$ cat config.mk
export PLATFORM = sky130hd
export DESIGN_NAME = ntc_ctx
export DESIGN_NICKNAME = d
export VERILOG_FILES = /design/src/rtl/core/ntc_pkg.sv /design/src/rtl/core/ntc_ctx.sv
export SDC_FILE = /design/constraint.sdc
export NUM_CORES = 2
export LEC_CHECK = 0
export ABC_AREA = 0
export BUFFER_PORTS_ARGS = -buffer_cell sky130_fd_sc_hd__buf_2
export CAP_MARGIN = 30
export CORE_MARGIN = 2
export CORE_UTILIZATION = 45
export CTS_BUF_LIST = sky130_fd_sc_hd__clkbuf_8 sky130_fd_sc_hd__clkbuf_16
export CTS_CLUSTER_DIAMETER = 50
export DETAILED_ROUTE_END_ITERATION = 8
export GPL_TIMING_DRIVEN = 0
export MAX_ROUTING_LAYER = met4
export SLEW_MARGIN = 20
export SYNTH_ARGS = -nofsm -noshare
export SYNTH_HDL_FRONTEND = slang
export SYNTH_SLANG_ARGS = --single-unit
export TNS_END_PERCENT = 1
$ cat constraint.sdc
create_clock -name clk -period 6.3 [get_ports clk]
set_clock_uncertainty 0.2 [all_clocks]
set_input_delay 1.89 -clock clk [delete_from_list [all_inputs] [get_ports clk]]
set_output_delay 1.89 -clock clk [all_outputs]
set_load 0.05 [all_outputs]
$ cat src/rtl/core/ntc_pkg.sv
package ntc_pkg;

    // Default run limit: bytes in a row that match no punctuation rule
    localparam int RUN_LIMIT_DEF = 300;

    // Reciprocals for exact unsigned 32-bit division by 3 and by 5
    localparam logic [31:0] RECIP_3 = 32'hAAAA_AAAB;
    localparam logic [31:0] RECIP_5 = 32'hCCCC_CCCD;
    localparam int          SHIFT_3 = 33;
    localparam int          SHIFT_5 = 34;

    // Input beat
    typedef struct packed {
        logic [7:0] byte_in;
        logic [3:0] format_nibble;
    } ntc_in_t;

    // Result beat
    typedef struct packed {
        logic [15:0] ctx_mix_all;
        logic [15:0] ctx_class_punct_quote;
        logic [15:0] ctx_class_nest_run;
        logic [15:0] ctx_class_nest;
        logic [15:0] ctx_class_third_punct;
        logic [15:0] ctx_punct_nest;
        logic [15:0] ctx_change_quote;
        logic [19:0] ctx_class_format;
        logic [19:0] ctx_punct_format;
        logic [19:0] ctx_nest_format;
        logic [8:0]  mixer_select;
    } ntc_out_t;

    // Tracker state after the update for one beat, plus its side info
    typedef struct packed {
        logic [31:0] class_hist;
        logic [15:0] change_hist;
        logic [31:0] nest;
        logic [31:0] punct;
        logic [31:0] quote;
        logic [3:0]  fmt;
        logic        disabled;
    } ntc_snap_t;

    // Signed division by 3 or 5, truncating toward zero.
    // One 32x32 multiply by the reciprocal, then a fixed shift.
    function automatic logic [31:0] sdiv_3_5(input logic [31:0] v, input logic by_five);
        logic [31:0] mag;
        logic [31:0] recip;
        logic [63:0] prod;
        logic [31:0] q;
        mag   = v[31] ? (32'd0 - v) : v;
        recip = by_five ? RECIP_5 : RECIP_3;
        prod  = {32'd0, mag} * {32'd0, recip};
        q     = by_five ? 32'(prod >> SHIFT_5) : 32'(prod >> SHIFT_3);
        return v[31] ? (32'd0 - q) : q;
    endfunction

endpackage

$ cat src/rtl/core/ntc_ctx.sv
module ntc_ctx #(
    parameter int RUN_W = $clog2(ntc_pkg::RUN_LIMIT_DEF + 1)
) (
    input  logic               clk,
    input  logic               rst_n,
    input  logic               snap_valid,
    output logic               snap_ready,
    input  ntc_pkg::ntc_snap_t snap,
    input  logic [RUN_W-1:0]   run,
    output logic               out_valid,
    input  logic               out_ready,
    output ntc_pkg::ntc_out_t  out_data
);
    import ntc_pkg::*;

    logic        valid_reg, valid_next;
    ntc_out_t    data_reg, data_next;
    logic        load;
    logic [15:0] vh, ph, nh, qh, ch, rh;
    logic [31:0] third;

    assign snap_ready = !valid_reg || out_ready;
    assign load       = snap_valid && snap_ready;

    // Low 16 bits are all the mod-65536 sums need
    assign vh    = snap.class_hist[15:0];
    assign ph    = snap.punct[15:0];
    assign nh    = snap.nest[15:0];
    assign qh    = snap.quote[15:0];
    assign ch    = snap.change_hist;
    assign rh    = 16'(run);
    assign third = sdiv_3_5(snap.class_hist, 1'b0);

    // Context words
    always_comb
    begin
        data_next = '0;
        if (!snap.disabled)
        begin
            data_next.ctx_mix_all           = vh * 16'd3 + ph * 16'd77 + nh * 16'd373 + qh;
            data_next.ctx_class_punct_quote = vh * 16'd31 + ph * 16'd27 + qh * 16'd281;
            data_next.ctx_class_nest_run    = vh * 16'd13 + nh * 16'd271 + qh + rh;
            data_next.ctx_class_nest        = vh * 16'd13 + nh;
            data_next.ctx_class_third_punct = third[15:0] + ph;
            data_next.ctx_punct_nest        = ph * 16'd17 + nh * 16'd7;
            data_next.ctx_change_quote      = ch * 16'd7 + qh;
            data_next.ctx_class_format      = {snap.fmt, vh};
            data_next.ctx_punct_format      = {snap.fmt, 16'(ph * 16'd3)};
            data_next.ctx_nest_format       = {snap.fmt, nh};
            data_next.mixer_select          = snap.class_hist[8:0];
        end
    end

    assign valid_next = load || (valid_reg && !out_ready);

    // Result valid
    always_ff @(posedge clk or negedge rst_n)
    begin
        if (!rst_n)
        begin
            valid_reg <= 1'b0;
        end
        else
        begin
            valid_reg <= valid_next;
        end
    end

    // Result payload
    always_ff @(posedge clk)
    begin
        if (load)
        begin
            data_reg <= data_next;
        end
    end

    assign out_valid = valid_reg;
    assign out_data  = data_reg;

endmodule
==> flow_summary.json <==
{
  "outcome": "finished with violations",
  "violations": "setup timing",
  "place_ws_ps": -8340,
  "final_area_um2": 43600,
  "viasPerCell": 5.06,
  "netlist_instances": 3659,
  "ioPinCount": 345,
  "synth.distinct_cells": 72,
  "cts_made_buffers": 17,
  "holdWs_ps": 356,
  "ys_warn_count": 0,
  "die_w_um": 292,
  "cp_data_arrival_time_ps": 12220,
  "initial_core_util_pct": 45.5,
  "fin_crit_ps": 12140,
  "synth_top_area_cell": "fa_1",
  "dieArea_um2": 85500,
  "ys_ff_latch": 165,
  "worstMarginPinSlew_ps": 1070,
  "cap_violations": 0,
  "fp-row-count": 105,
  "grt_max_degree": 56,
  "place_area_um2": 40600,
  "slowest_stage": "fa_1",
  "clkSlewWorstSetupHoldPaths_ps": 90,
  "hold_buffers": 0,
  "fmax_mhz": 82.4,
  "io_buffers": 294,
  "drt_iter0_drc": 1518,
  "grtUsageTotal_pct": 28.3,
  "hp-start": "out_valid$_DFF_PN0_",
  "first_global_vias": 27600,
  "r2r_cells": 5,
  "synthTopCellsByArea": "fa_1 37%, ha_1 19%, edfxtp_1 13%, inv_1 11%, xnor2_1 4.9%",
  "grt-ovfl-total": 0,
  "period_share_pct": 193,
  "yosys.area.top_type_share_pct": 37.5,
  "syn-cell-area_um2": 37400,
  "multiInputGateArea_um2": 29900,
  "root_buffer": "clkbuf_16",
  "drv_slew": 0,
  "endpoint_kind": "register",
  "antenna_found_initial": 5,
  "remaining_drc_errors": 0,
  "m1WireLength_um": 47300,
  "core-area_um2": 82200,
  "dp_hpwl_um": 97500,
  "slew_headroom_pct": 28.8,
  "met3_length_um": 5300,
  "register_area_um2": 4950,
  "synth_nets": 5098,
  "min_path_type": "reg2reg",
  "highest_layer": "met4",
  "critPathCapture": "out_data[116]$_SDFFCE_PP0P_",
  "route.met2.wl_um": 56700,
  "r2r_slack_ps": 3810,
  "slowest_delay_ps": 500,
  "fin_nets": 5521,
  "synth-main-ff-cell": "edfxtp_1",
  "avgSynthCellArea_um2": 10.2,
  "gp_congestion": 0.968,
  "fillers": 7450,
  "setup_viol": 43,
  "htree_levels": 4,
  "cts_tree": "yes",
  "seq_area_frac_synth_pct": 13.2,
  "syn_to_final_growth_pct": 16.6,
  "drt-pass1-iter-count": 6,
  "reg2reg_from": "out_valid$_DFF_PN0_",
  "routed_wl_um": 113000,
  "rsz0062_at_grt": "true",
  "hold_viol": 0,
  "cp_common_cell": "fa_1",
  "reg2reg_to": "out_data[23]$_SDFFCE_PP0P_",
  "grt_pass1_wl_um": 171000,
  "vias": 26100,
  "clkLatencyLatePin_ps": 490,
  "start_kind": "primary input",
  "crit_start": "snap[120]",
  "routedWlPerCell_um": 22.0,
  "synth-async-reset-ratio_pct": 0.606,
  "layout_setup_ws_ps": -5840,
  "required_ps": 6380,
  "synth-edff-count": 164,
  "die_h_um": 292,
  "numClockSinks": 165,
  "ant_nets": 0,
  "clockBufferDepth": 2,
  "path_max_fanout": 9,
  "path_class": "in2reg",
  "drive_gt1_share_pct": 17.9
}
[state kept, by name, summed over array words and instances (netlist names)]
register   flops
out_valid      1
out_data     164
[how the worst min path moves through the flow]
stage / endpoint / slack, ps / cells past startpoint
2_1_floorplan: out_valid$_DFF_PN0_ / 980 / 2
3_3_place_gp: out_valid$_DFF_PN0_ / 300 / 2
3_5_place_dp: out_valid$_DFF_PN0_ / 340 / 2
4_1_cts: out_valid$_DFF_PN0_ / 360 / 2
5_1_grt: out_valid$_DFF_PN0_ / 380 / 2
6_report: out_valid$_DFF_PN0_ / 360 / 2
[synthesized netlist by cell type (all sizes together) (6+ instances only)]
master	n
o21bai	20
xor2	69
o31ai	11
a21boi	16
fa	700
clkbuf	28
or2	11
nor3	35
and2	9
buf	20
nand4	12
xnor2	210
o21ai	73
a21oi	103
o211ai	6
o31a	9
a31oi	11
edfxtp	164
nand2b	19
or3	13
o41ai	6
o21a	16
nor2b	59
a211oi	11
inv	1069
ha	577
nand2	88
a31o	10
nor2	185
a21o	29
nand3	18
[cell families (layout without fill, tap and decap cells)]
| group | Yosys count | count (layout) | synth area share (%) |
|---|---|---|---|
| AND/OR/NAND/NOR | 473 | 473 | 6.07 |
| AO/OA/AOI/OAI | 344 | 344 | 5.90 |
| flip-flops | 165 | 165 | 13.2 |
| adder cells (fa/ha/maj) | 1277 | 1277 | 56.7 |
| multiplexers | 4 | 4 | 0.130 |
| XOR/XNOR | 279 | 279 | 6.55 |
| buffers and inverters | 1117 | 1553 | 11.4 |
| other | 0 | 3 | 0 |
[critical path: cells and delay by family]
kind / cells / cell delay (ps)
compound gates: 9 / 1920
xor+xnor: 5 / 910
fa+ha+maj: 11 / 4070
buf+inv: 11 / 1050
simple gates: 11 / 2320
[layer usage]
layer  vias up  GRT usage, %
met4         0          9.46
met5         -             -
li1      12100             -
met2       701          47.5
met3       158          3.18
met1     13100          35.7
[timing repair]
action / CTS / global route
resized for setup: 283 / 57
pin swaps: 112 / 15
setup endpoints to repair: 55 / 53
setup buffers: 102 / 3
[area by class of cell]
cell class,instances,area share (%)
clock buffers,17,0.975
multi-input cells,2377,68.4
diodes,3,0.0172
well taps,1070,3.07
inverters,1069,9.34
plain buffers,45,0.631
clock inverters,15,0.364
flip-flops and latches,165,11.3
repair buffers,407,5.82
[layout by cell type, fill, tap and decap left out, types with 10 or more instances in the layout]
| master | synthesis | final |
|---|---|---|
| o21ai_1 | 1 | 13 |
| ha_2 | 0 | 10 |
| fa_2 | 0 | 16 |
| ha_1 | 577 | 538 |
| xor2_1 | 68 | 58 |
| or3_1 | 13 | 10 |
| o21a_1 | 16 | 16 |
| a21oi_1 | 102 | 71 |
| nand2b_1 | 19 | 18 |
| nor2b_1 | 59 | 58 |
| inv_1 | 1069 | 1041 |
| a31o_2 | 10 | 10 |
| nand3_1 | 18 | 16 |
| nand2_1 | 88 | 80 |
| nor3_1 | 33 | 28 |
| xnor2_4 | 0 | 16 |
| fa_1 | 700 | 684 |
| xnor2_2 | 0 | 26 |
| buf_6 | 0 | 13 |
| clkbuf_16 | 0 | 17 |
| clkinvlp_4 | 0 | 16 |
| nor2_1 | 185 | 181 |
| edfxtp_1 | 164 | 164 |
| o21ai_0 | 72 | 50 |
| buf_4 | 17 | 125 |
| clkbuf_1 | 28 | 18 |
| nand4_1 | 11 | 11 |
| a21o_1 | 29 | 29 |
| xnor2_1 | 210 | 168 |
| a21oi_2 | 1 | 29 |
| inv_2 | 0 | 12 |
| ha_4 | 0 | 29 |
| o21bai_1 | 20 | 20 |
| buf_2 | 1 | 273 |
[stage by stage]
step / utilization, % / std cells / TNS [ps]
2_1_floorplan: - / 3659 / -199360
3_3_place_gp: 49.2 / 5023 / -581280
3_5_place_dp: 49.4 / 5031 / -189400
4_1_cts: 52.7 / 5163 / -102570
5_1_grt: 53.0 / 5166 / -114040
6_report: 53.1 / 5168 / -102820
Power is left out: the tool's default activity adds up to more than one toggle a clock period on the data nets, which glitch-free logic cannot reach.
